File: config.mk
export PLATFORM = sky130hd
export DESIGN_NAME = odd_mask_byte_codec_top
export DESIGN_NICKNAME = d
export VERILOG_FILES = /design/src/rtl/omb_pkg.sv /design/src/rtl/omb_front.sv /design/src/rtl/omb_queue.sv /design/src/rtl/omb_back.sv /design/src/rtl/odd_mask_byte_codec_top.sv
export SDC_FILE = /design/constraint.sdc
export NUM_CORES = 1
export LEC_CHECK = 0
export ABC_AREA = 1
export ABC_CLOCK_PERIOD_IN_PS = 2500
export BUFFER_PORTS_ARGS = -buffer_cell sky130_fd_sc_hd__buf_4
export CAP_MARGIN = 20
export CORE_UTILIZATION = 40
export CTS_CLUSTER_SIZE = 20
export DETAILED_ROUTE_END_ITERATION = 7
export SKIP_LAST_GASP = 1
export SLEW_MARGIN = 10
export SYNTH_ARGS = -nofsm -noshare
export SYNTH_HDL_FRONTEND = slang
export SYNTH_SLANG_ARGS = --single-unit
File: constraint.sdc
create_clock -name clk -period 2.5 [get_ports clk]
set_input_delay 0.125 -clock clk [delete_from_list [all_inputs] [get_ports clk]]
set_output_delay 0.125 -clock clk [all_outputs]
set_load 0.1 [all_outputs]
File: src/rtl/omb_pkg.sv
// ----------------------------------------------------------------------------
// omb_pkg
// Shared types and constants of the odd mask byte codec.
// ----------------------------------------------------------------------------
package omb_pkg;

  localparam logic MODE_ENCODE = 1'b0;
  localparam logic MODE_DECODE = 1'b1;

  // largest group the store can hold, and the width of a group position
  localparam int GROUP_MAX = 7;
  localparam int POS_W     = 3;

  localparam int QUEUE_DEPTH = 2;

  // command passed from the front to the back
  typedef struct packed {
    logic             enc;    // encode byte (1) or decoded result (0)
    logic             close;  // encode: this byte closes the group
    logic             odd;    // encode: input byte was odd
    logic [POS_W-1:0] pos;    // encode: slot of the byte in the group
    logic [7:0]       data;   // transformed byte
    logic             last;   // message ends with this byte
  } cmd_t;

endpackage

File: src/rtl/omb_front.sv
// ----------------------------------------------------------------------------
// omb_front
// Accepts input bytes, tracks group positions and turns each byte, except a
// decode mask byte, into a command for the back end.
// ----------------------------------------------------------------------------
module omb_front #(
  parameter int GROUP_SIZE = 7
) (
  input  logic          clk,
  input  logic          rst_n,
  input  logic          cfg_wr_en,
  input  logic          cfg_wr_data,
  input  logic          in_valid,
  output logic          in_ready,
  input  logic [7:0]    in_data_byte,
  input  logic          in_last_byte,
  input  logic          q_full,
  output logic          q_push,
  output omb_pkg::cmd_t q_cmd
);

  localparam logic [omb_pkg::POS_W-1:0] GS_LAST = omb_pkg::POS_W'(GROUP_SIZE - 1);
  localparam logic [omb_pkg::POS_W-1:0] GS_DEC  = omb_pkg::POS_W'(GROUP_SIZE);

  logic                      mode_r;
  logic [omb_pkg::POS_W-1:0] count_r, count_nxt;
  logic [omb_pkg::POS_W-1:0] dpos_r, dpos_nxt;
  logic [7:0]                dmask_r, dmask_nxt;
  logic                      accept;
  logic                      enc_close;

  assign in_ready  = !q_full;
  assign accept    = in_valid && in_ready;
  assign enc_close = (count_r == GS_LAST) || in_last_byte;

  always_comb begin
    count_nxt   = count_r;
    dpos_nxt    = dpos_r;
    dmask_nxt   = dmask_r;
    q_push      = 1'b0;
    q_cmd       = '0;
    q_cmd.last  = in_last_byte;
    q_cmd.pos   = count_r;
    q_cmd.odd   = in_data_byte[0];
    q_cmd.close = enc_close;
    if (mode_r == omb_pkg::MODE_ENCODE) begin
      q_cmd.enc  = 1'b1;
      q_cmd.data = in_data_byte[0] ? in_data_byte : in_data_byte + 8'd1;
      q_push     = accept;
      if (accept) begin
        count_nxt = enc_close ? '0 : count_r + 1'b1;
      end
    end else begin
      q_cmd.enc  = 1'b0;
      q_cmd.data = dmask_r[dpos_r] ? in_data_byte : in_data_byte - 8'd1;
      // the byte at position zero is the mask and yields nothing
      q_push     = accept && (dpos_r != '0);
      if (accept) begin
        if (dpos_r == '0) begin
          dmask_nxt = in_data_byte;
        end
        if (in_last_byte) begin
          dpos_nxt  = '0;
          dmask_nxt = '0;
        end else begin
          dpos_nxt = (dpos_r == GS_DEC) ? '0 : dpos_r + 1'b1;
        end
      end
    end
  end

  always_ff @(posedge clk) begin
    if (!rst_n) begin
      mode_r  <= omb_pkg::MODE_ENCODE;
      count_r <= '0;
      dpos_r  <= '0;
      dmask_r <= '0;
    end else begin
      if (cfg_wr_en) begin
        mode_r <= cfg_wr_data;
      end
      count_r <= count_nxt;
      dpos_r  <= dpos_nxt;
      dmask_r <= dmask_nxt;
    end
  end

endmodule

File: src/rtl/omb_queue.sv
// ----------------------------------------------------------------------------
// omb_queue
// Small command FIFO between the front and the back end.
// ----------------------------------------------------------------------------
module omb_queue (
  input  logic          clk,
  input  logic          rst_n,
  input  logic          push,
  input  omb_pkg::cmd_t push_cmd,
  output logic          full,
  input  logic          pop,
  output logic          not_empty,
  output omb_pkg::cmd_t pop_cmd
);

  localparam int PTR_W = $clog2(omb_pkg::QUEUE_DEPTH);
  localparam int CNT_W = $clog2(omb_pkg::QUEUE_DEPTH + 1);

  omb_pkg::cmd_t    entry_r [omb_pkg::QUEUE_DEPTH];
  logic [PTR_W-1:0] wr_ptr_r, rd_ptr_r;
  logic [CNT_W-1:0] count_r;

  assign full      = (count_r == CNT_W'(omb_pkg::QUEUE_DEPTH));
  assign not_empty = (count_r != '0);
  assign pop_cmd   = entry_r[rd_ptr_r];

  always_ff @(posedge clk) begin
    if (push) begin
      entry_r[wr_ptr_r] <= push_cmd;
    end
  end

  always_ff @(posedge clk) begin
    if (!rst_n) begin
      wr_ptr_r <= '0;
      rd_ptr_r <= '0;
      count_r  <= '0;
    end else begin
      if (push) begin
        wr_ptr_r <= (wr_ptr_r == PTR_W'(omb_pkg::QUEUE_DEPTH - 1)) ? '0 : wr_ptr_r + 1'b1;
      end
      if (pop) begin
        rd_ptr_r <= (rd_ptr_r == PTR_W'(omb_pkg::QUEUE_DEPTH - 1)) ? '0 : rd_ptr_r + 1'b1;
      end
      if (push && !pop) begin
        count_r <= count_r + 1'b1;
      end else if (pop && !push) begin
        count_r <= count_r - 1'b1;
      end
    end
  end

endmodule

File: src/rtl/omb_back.sv
// ----------------------------------------------------------------------------
// omb_back
// Executes commands: collects encode groups and emits mask plus bytes,
// passes decoded bytes straight to the output register.
// ----------------------------------------------------------------------------
module omb_back (
  input  logic          clk,
  input  logic          rst_n,
  input  logic          q_not_empty,
  input  omb_pkg::cmd_t q_cmd,
  output logic          q_pop,
  output logic          out_valid,
  input  logic          out_ready,
  output logic [7:0]    out_byte,
  output logic          out_run_last,
  output logic          out_message_end
);

  localparam logic ST_IDLE = 1'b0;
  localparam logic ST_EMIT = 1'b1;

  logic                      state_r, state_nxt;
  logic [omb_pkg::POS_W-1:0] idx_r, idx_nxt;
  logic [omb_pkg::POS_W-1:0] nlast_r, nlast_nxt;
  logic                      last_r, last_nxt;
  logic [7:0]                mask_r, mask_nxt;
  logic [7:0]                store_r [omb_pkg::GROUP_MAX];
  logic [omb_pkg::POS_W-1:0] rd_idx;
  logic                      st_we;
  logic                      out_free;
  logic                      load;
  logic [7:0]                ld_byte;
  logic                      ld_run, ld_end;
  logic                      out_valid_r;
  logic [7:0]                out_byte_r;
  logic                      out_run_last_r, out_message_end_r;

  assign out_free = !out_valid_r || out_ready;
  assign rd_idx   = idx_r - 1'b1;

  always_comb begin
    state_nxt = state_r;
    idx_nxt   = idx_r;
    nlast_nxt = nlast_r;
    last_nxt  = last_r;
    mask_nxt  = mask_r;
    q_pop     = 1'b0;
    st_we     = 1'b0;
    load      = 1'b0;
    ld_byte   = q_cmd.data;
    ld_run    = 1'b1;
    ld_end    = q_cmd.last;
    case (state_r)
      ST_IDLE: begin
        if (q_not_empty) begin
          if (q_cmd.enc) begin
            q_pop    = 1'b1;
            st_we    = 1'b1;
            mask_nxt = mask_r | (8'(q_cmd.odd) << (q_cmd.pos + 1'b1));
            if (q_cmd.close) begin
              state_nxt = ST_EMIT;
              idx_nxt   = '0;
              nlast_nxt = q_cmd.pos + 1'b1;
              last_nxt  = q_cmd.last;
            end
          end else if (out_free) begin
            q_pop = 1'b1;
            load  = 1'b1;
          end
        end
      end
      ST_EMIT: begin
        // slot zero is the mask, slot k is group byte k-1
        ld_byte = (idx_r == '0) ? mask_r : store_r[rd_idx];
        ld_run  = (idx_r == nlast_r);
        ld_end  = (idx_r == nlast_r) && last_r;
        if (out_free) begin
          load = 1'b1;
          if (idx_r == '0) begin
            mask_nxt = 8'd1;
          end
          if (idx_r == nlast_r) begin
            state_nxt = ST_IDLE;
          end else begin
            idx_nxt = idx_r + 1'b1;
          end
        end
      end
      default: begin
        state_nxt = ST_IDLE;
      end
    endcase
  end

  always_ff @(posedge clk) begin
    if (st_we) begin
      store_r[q_cmd.pos] <= q_cmd.data;
    end
    if (load) begin
      out_byte_r        <= ld_byte;
      out_run_last_r    <= ld_run;
      out_message_end_r <= ld_end;
    end
    idx_r   <= idx_nxt;
    nlast_r <= nlast_nxt;
    last_r  <= last_nxt;
  end

  always_ff @(posedge clk) begin
    if (!rst_n) begin
      state_r     <= ST_IDLE;
      mask_r      <= 8'd1;
      out_valid_r <= 1'b0;
    end else begin
      state_r <= state_nxt;
      mask_r  <= mask_nxt;
      if (load) begin
        out_valid_r <= 1'b1;
      end else if (out_ready) begin
        out_valid_r <= 1'b0;
      end
    end
  end

  assign out_valid       = out_valid_r;
  assign out_byte        = out_byte_r;
  assign out_run_last    = out_run_last_r;
  assign out_message_end = out_message_end_r;

endmodule

File: src/rtl/odd_mask_byte_codec_top.sv
// ----------------------------------------------------------------------------
// odd_mask_byte_codec_top
// Byte-stream codec: encode adds a mask byte before each group of odd/even
// marked bytes, decode strips masks and restores the bytes.
// ----------------------------------------------------------------------------
// Usage:
//   cfg_wr_en/cfg_wr_data set the mode (0 encode, 1 decode); write it only
//   while the block is idle.
//   Input bytes arrive on in_valid/in_ready with in_last_byte marking the end
//   of a message; results leave on out_valid/out_ready with out_run_last on
//   the final byte of an encoded group and on every decoded byte, and
//   out_message_end on the final result of a message.
//   Decode: one result per data byte, registered through the command queue
//   and the output register, one byte per cycle sustained while out_ready is high.
//   Encode: the back end collects a group's bytes in the group store, then
//   emits mask and bytes, one per cycle while out_ready is high; the mask is
//   loaded into the output register after the closing byte has passed the
//   command queue and the back end has entered its emit state. While the
//   group store is being read out, the back end takes no new commands.
//   A two-entry command queue lets the input side keep taking bytes while
//   the output is stalled; when it fills, in_ready drops.
//   Reset (rst_n low, synchronous) selects encode and clears group state.
// ----------------------------------------------------------------------------
module odd_mask_byte_codec_top #(
  parameter int GROUP_SIZE = 7
) (
  input  logic       clk,
  input  logic       rst_n,
  input  logic       cfg_wr_en,
  input  logic       cfg_wr_data,
  input  logic       in_valid,
  output logic       in_ready,
  input  logic [7:0] in_data_byte,
  input  logic       in_last_byte,
  output logic       out_valid,
  input  logic       out_ready,
  output logic [7:0] out_byte,
  output logic       out_run_last,
  output logic       out_message_end
);

  logic          q_full, q_push, q_pop, q_not_empty;
  omb_pkg::cmd_t push_cmd, pop_cmd;

  omb_front #(
    .GROUP_SIZE(GROUP_SIZE)
  ) u_front (
    .clk          (clk),
    .rst_n        (rst_n),
    .cfg_wr_en    (cfg_wr_en),
    .cfg_wr_data  (cfg_wr_data),
    .in_valid     (in_valid),
    .in_ready     (in_ready),
    .in_data_byte (in_data_byte),
    .in_last_byte (in_last_byte),
    .q_full       (q_full),
    .q_push       (q_push),
    .q_cmd        (push_cmd)
  );

  omb_queue u_queue (
    .clk       (clk),
    .rst_n     (rst_n),
    .push      (q_push),
    .push_cmd  (push_cmd),
    .full      (q_full),
    .pop       (q_pop),
    .not_empty (q_not_empty),
    .pop_cmd   (pop_cmd)
  );

  omb_back u_back (
    .clk             (clk),
    .rst_n           (rst_n),
    .q_not_empty     (q_not_empty),
    .q_cmd           (pop_cmd),
    .q_pop           (q_pop),
    .out_valid       (out_valid),
    .out_ready       (out_ready),
    .out_byte        (out_byte),
    .out_run_last    (out_run_last),
    .out_message_end (out_message_end)
  );

endmodule

==> reports/qor.yml, run 1 <==
wirelength_um: 12600
hold_depth: 3
synth_area_per_cell_um2: 9.63
syn2layout_area_growth_pct: 18.5
slew_headroom_pct: 64.0
hpwl_um: 8640
antenna_found_initial: 0
power_switching_uw: 3190
cts_tree: "built"
async_flop_share_pct: 0
cts_root_buf: "clkbuf_16"
clock_latency_ns: 0.43
drt_iter0_markers: 348
final_antenna_net_count: 0
fin_nets: 711
reg2regPathDepth: 10
utilization_pct: 48.9
postCtsSetupBuffers: 0
finalSetupViolCount: 0
drive_above_1_share_pct: 15.1
synth_area_leader_cell: "edfxtp_1"
pre_cts_ws_ns: 0.418
worst-slew-pin-transition_ns: 0.540
drv_slew: 0
period_needed_ns: 2.12
critPathKind: "flop to flop"
io_buffers: 26
cts_max_level: 4
grt_max_degree: 28
whs_ns: 0.0189
worst-path-max-fanout: 16
synthesis.nets: 653
die_x_um: 125
drcViolationCount: 0
cts.sinks: 133
grt-ovfl-total: 0
clkTransAtPathRegs_ns: 0.06
fin_cells: 880
yosysMostFrequentCell: "nand2_1"
wl_per_cell_um: 14.3
numCtsBuffers: 17
netlist_top_cells_count: "nand2_1, edfxtp_1, nand3_1"
dr_total_vias: 4369
synth_warnings: 0
fin_ws_ns: 0.384
p_sw_share_pct: 38.8
synth_area_leaders: "edfxtp_1, nand2_1, dfxtp_1, nand3_1, inv_1"
die_y_um: 125
grtUsageTotal_pct: 17.3
setup_tns_ns: 0
grt_pass1_vias: 4239
ys_ff_latch: 133
max_cap_violations: 0
viasPerCell: 4.96
dr.max_layer_used: "met4"
yosysSeqAreaShare_pct: 61.3
core_mm2: 0.0146
pwr-share-comb_pct: 34.9
synth_edf_count: 103
synth_cell_types: 37
met1_length_um: 5760
seq_power_share_pct: 37.3
firstDrtPassIters: 4
critPathRequiredTime_ns: 2.85
start_util_pct: 41.3
route.met2.wl_um: 6110
clkPwrFrac_pct: 27.8
rsz0062_at_grt: "no"
hold_path_class: "input port to flop"
synthCells: 625
route.met3.wl_um: 541
boundaryPins: 27
outcome: "completed"
rows: 44
grt_pass1_wl_um: 20900
fin_crit_sh_pct: 84.6
hold_viol: 0
place_congestion: 0.800
powerDensity_mw_per_mm2: 1150
fin_worst_skew_ns: 0.0106
synthesis.area_mm2: 0.00602
p_int_uw: 5030
setup.worst_path.end_class: "flop"
dieArea_mm2: 0.0155
start_kind: "flop"
synth_top_flop_cell: "edfxtp_1"
p_leak_uw: 0.00291
arrival_ns: 2.47
clock_path_buffers: 2
dpl.cell_count: 840
synth.top_cell.area_share_pct: 51.4
fmax_mhz: 473
ir_worst_vdd_v: 0.000579
diodes: 0
-- worst paths after layout --
kind / from / endpoint / slack (ns)
setup / recovery: flop / u_back.mask_r[5] / 0.38
hold / removal: in_data_byte[1] / u_front.dmask_r[1] / 0.02
setup reg to reg: flop / u_back.mask_r[5] / 0.38
hold reg to reg: u_back.mask_r[7] / u_back.mask_r[7] / 0.46
-- worst max-delay path, cell delays in order, from the launching register on --
cell and delay [ns]:
dfxtp_1 0.66, inv_2 0.13, or2_1 0.23, o21ai_1 0.17, inv_2 0.07, ha_1 0.35
inv_1 0.09, nand3_1 0.09, nor2_1 0.10, nand2_1 0.06, a21oi_1 0.12
-- registers in the layout, indices dropped and copies added (netlist names), named ones only --
| signal | cells |
|---|---|
| u_back.store_r | 56 |
| u_queue.entry_r | 30 |
| u_back.mask_r | 8 |
| u_back.out_byte | 8 |
| u_front.dmask_r | 8 |
| u_back.idx_r | 3 |
| u_back.nlast_r | 3 |
| u_front.count_r | 3 |
| u_front.dpos_r | 3 |
| u_queue.count_r | 2 |
| u_back.last_r | 1 |
| u_back.out_message_end | 1 |
| u_back.out_run_last | 1 |
| u_back.out_valid | 1 |
| u_back.state_r | 1 |
| u_front.mode_r | 1 |
| u_queue.rd_ptr_r | 1 |
| u_queue.wr_ptr_r | 1 |
-- logic make-up after synthesis --
| family | count (synthesis) | synth area share (%) |
|---|---|---|
| adders and majority gates | 13 | 2.70 |
| xor gates and xnor gates | 8 | 1.29 |
| and+or+nand+nor | 317 | 22.8 |
| buffers and inverters | 93 | 6.28 |
| AOI/OAI and AO/OA | 61 | 5.57 |
| DFF | 133 | 61.3 |
-- per-layer routing --
| layer | GRT usage, % | vias up |
|---|---|---|
| met5 | 0 | - |
| met4 | 6.59 | 0 |
| met3 | 4.21 | 17 |
| met2 | 28.3 | 96 |
| met1 | 22.0 | 2059 |
| li1 | - | 2197 |
-- timing repair --
action / CTS / global route
gates resized for setup: 0 / 0
hold endpoints to repair: 10 / 0
hold buffers: 8 / 0
-- layout make-up --
| cell class | instances | area [um^2] |
|---|---|---|
| fillers | 1333 | 7450 |
| clock buffers | 17 | 425 |
| inverters | 79 | 299 |
| flip-flops and latches | 133 | 3690 |
| repair buffers | 53 | 418 |
| multi-input cells | 399 | 1950 |
| well taps | 184 | 230 |
| clock inverters | 15 | 116 |
-- metrics by stage --
stage                     area (um^2)  power [uW]
after floorplan                  6030        5220
after detailed placement         6520        5970
after CTS                        7140        8260
after global routing             7140        8650
final                            7140        8210
after global placement           6520        5920
-- power by group through the flow --
stage / Combinational (uW) / Clock [uW] / Sequential, uW
2_1_floorplan: 1580 / 0 / 3640
3_3_place_gp: 2820 / 0 / 3100
3_5_place_dp: 2860 / 0 / 3110
4_1_cts: 2880 / 2310 / 3070
5_1_grt: 3150 / 2410 / 3100
6_report: 2870 / 2280 / 3070
-- cell usage in the layout (no fill, tap or decap), types with 13 or more instances in the layout --
master,n
nand3_1,71
ha_1,13
inv_1,68
a21oi_1,30
dfxtp_1,30
buf_4,45
o21ai_0,13
nand2_1,181
nor2_1,37
clkbuf_16,17
edfxtp_1,103
Power figures use the tool's default switching activity.
==> inputs of run 2 (changes only) <==
--- a/config.mk
+++ b/config.mk
@@ -6,7 +6,7 @@
 export NUM_CORES = 1
 export LEC_CHECK = 0
 export ABC_AREA = 1
-export ABC_CLOCK_PERIOD_IN_PS = 2500
+export ABC_CLOCK_PERIOD_IN_PS = 2000
 export BUFFER_PORTS_ARGS = -buffer_cell sky130_fd_sc_hd__buf_4
 export CAP_MARGIN = 20
 export CORE_UTILIZATION = 40
==> constraint.sdc (replaced) <==
create_clock -name clk -period 2 [get_ports clk]
set_input_delay 0.1 -clock clk [delete_from_list [all_inputs] [get_ports clk]]
set_output_delay 0.1 -clock clk [all_outputs]
set_load 0.1 [all_outputs]
==> reports/qor.yml, run 2 (same netlist as run 1, synthesis figures left out) <==
grt_pass1_wl_um: 20800  # -0.36%
fillers: 1301  # -2.4%
viasPerCell: 4.97  # about the same
drive_above_1_share_pct: 15.2  # +0.078 points
dr_total_vias: 4385  # +0.37%
cts_root_buf: "clkbuf_16"
p_int_uw: 6740  # +34%
start_kind: "flop"
setup.worst_path.start: "u_back.idx_r[1]"
grtUsageTotal_pct: 17.2  # -0.090 points
die_y_um: 125  # unchanged
grt-ovfl-total: 0  # unchanged
r2r_slack_ns: 0.16  # -0.22 ns
cts.sinks: 133  # unchanged
rows: 44  # unchanged
clock_latency_ns: 0.42  # about the same
worst-slew-pin-transition_ns: 0.537  # -0.00246 ns
rsz0062_at_grt: "no"
drt_iter0_markers: 298  # -14%
r2r-start: "u_back.idx_r[1]"
firstDrtPassIters: 5  # +1
pwr-share-comb_pct: 34.3  # -0.6 points
arrival_ns: 2.03  # -0.44 ns
io_buffers: 26  # unchanged
rr_endpoint: "u_back.out_byte[7]"
cpPeakStageDelay_ns: 0.39  # -0.27 ns
die_x_um: 125  # unchanged
critPathCapture: "u_back.out_byte[7]"
timing.critical_path.cells: "inv_1 -> ha_1 -> xnor2_2 -> buf_12 -> inv_4 -> nand2_1 -> nand3_1 -> nand3_1 -> nand2_1 -> inv_1"
start_util_pct: 41.3  # unchanged
ir_worst_vdd_v: 0.000703  # +21%
period_needed_ns: 1.84  # -0.276 ns
place_congestion: 0.881  # +10%
fmax_mhz: 544  # +15%
fin_cells: 883  # +0.34%
regMostFlops: "u_back.store_r"
mostFrequentLayoutCell: "nand2_1"
setup.worst_path.end_class: "flop"
outcome: "completed"
core_mm2: 0.0146  # unchanged
hpwl_um: 8740  # +1.1%
hold_path_class: "input port to flop"
powerDensity_mw_per_mm2: 1470  # +27%
critPathRequiredTime_ns: 2.19  # -0.66 ns
boundaryPins: 27  # unchanged
numCtsBuffers: 17  # unchanged
drv_slew: 0  # unchanged
reg2regPathDepth: 10  # unchanged
grt_max_degree: 28  # unchanged
hold_viol: 0  # unchanged
fin_crit_sh_pct: 92.0  # +7.4 points
antenna_found_initial: 0  # unchanged
final_antenna_net_count: 0  # unchanged
dpl.cell_count: 840  # unchanged
drcViolationCount: 0  # unchanged
clkTransAtPathRegs_ns: 0.06  # about the same
grt_pass1_vias: 4135  # -2.5%
fin_worst_skew_ns: 0.0109  # +0.000276 ns
wl_per_cell_um: 14.3  # -0.21%
syn2layout_area_growth_pct: 21.2
clkPwrFrac_pct: 30.1  # +2.3 points
slew_headroom_pct: 64.1  # +0.17 points
p_sw_share_pct: 37.0  # -1.8 points
finalSetupViolCount: 0  # unchanged
fin_nets: 714  # +0.42%
critPathKind: "flop to flop"
diodes: 0  # unchanged
largest_reg_flops: 56  # unchanged
whs_ns: 0.0297  # +0.0108 ns
final_cell_mix: "nand2_1, edfxtp_1, nand3_1"
fin_ws_ns: 0.160  # -0.224 ns
pre_cts_ws_ns: 0.0499  # -0.368 ns
top_regs: "u_back.store_r (56), u_queue.entry_r (30)"
worst-path-max-fanout: 16  # unchanged
dieArea_mm2: 0.0155  # unchanged
p_leak_uw: 0.00295  # +1.5%
power_switching_uw: 3960  # +24%
seq_power_share_pct: 35.6  # -1.7 points
max_cap_violations: 0  # unchanged
wirelength_um: 12600  # +0.13%
cts_tree: "built"
critPathSlowestCell: "edfxtp_1"
clock_path_buffers: 2  # unchanged
cts_max_level: 4  # unchanged
run 2: area by class of cell:
| type | instances | area, um^2 | area share [%] |
|---|---|---|---|
| Inverter | 79 | 299 | 4.10 |
| Sequential cell | 133 | 3700 | 50.7 |
| Timing Repair Buffer | 56 | 485 | 6.65 |
| Multi-Input combinational cell | 399 | 1970 | 27.0 |
| Tap cell | 184 | 230 | 3.16 |
| Clock buffer | 19 | 433 | 5.93 |
| Clock inverter | 13 | 181 | 2.49 |
run 2: worst max-delay path: cells and delay by family, from the launching register on:
family	cells	cell delay (ns)
flip-flops	1	0.39
adder cells (fa/ha/maj)	1	0.21
AND/OR/NAND/NOR	4	0.36
XOR/XNOR	1	0.16
buffers and inverters	4	0.47
run 2: per-layer routing:
metal / global-route usage, % / part of all wire, % / up-vias / routed length (um)
met5: 0 / 0 / - / 0
met4: 5.53 / 1.3 / 0 / 165
met3: 4.47 / 4.6 / 20 / 578
met2: 27.9 / 48 / 116 / 6070
met1: 22.4 / 46 / 2043 / 5810
li1: - / - / 2206 / -
run 2: worst min path at each step:
stage                    start                     to  slack (ns)  depth (start not counted)
2_1_floorplan     in_last_byte  u_queue.entry_r[0][0]        0.20                          0
3_3_place_gp       cfg_wr_data         u_front.mode_r        0.32                          3
3_5_place_dp       cfg_wr_data         u_front.mode_r        0.33                          3
4_1_cts        in_data_byte[2]     u_front.dmask_r[2]       0.005                          3
5_1_grt        in_data_byte[2]     u_front.dmask_r[2]        0.06                          3
6_report       in_data_byte[2]     u_front.dmask_r[2]        0.03                          3
run 2: stage by stage:
step	TNS (ns)	util [%]	total power, uW	cell area, um^2
2_1_floorplan	-3.28	-	6530	6030
4_1_cts	0	49.9	10800	7280
3_3_place_gp	0	44.9	7450	6560
6_report	0	50.0	10700	7300
5_1_grt	0	50.0	11300	7300
3_5_place_dp	0	44.9	7520	6560
run 2: power by group through the flow:
stage	Combinational, uW	Sequential (uW)	Clock, uW
after global routing	4040	3840	3400
after CTS	3690	3810	3270
after detailed placement	3660	3860	0
after floorplan	1980	4550	0
after global placement	3600	3850	0
final	3670	3810	3220
run 2: what timing repair did:
| action | CTS | global route |
|---|---|---|
| hold buffers | 11 | 0 |
| setup endpoints to repair | 0 | 19 |
| hold endpoints to repair | 15 | 0 |
| setup buffers | 0 | 0 |
| gates resized for setup | 0 | 4 |
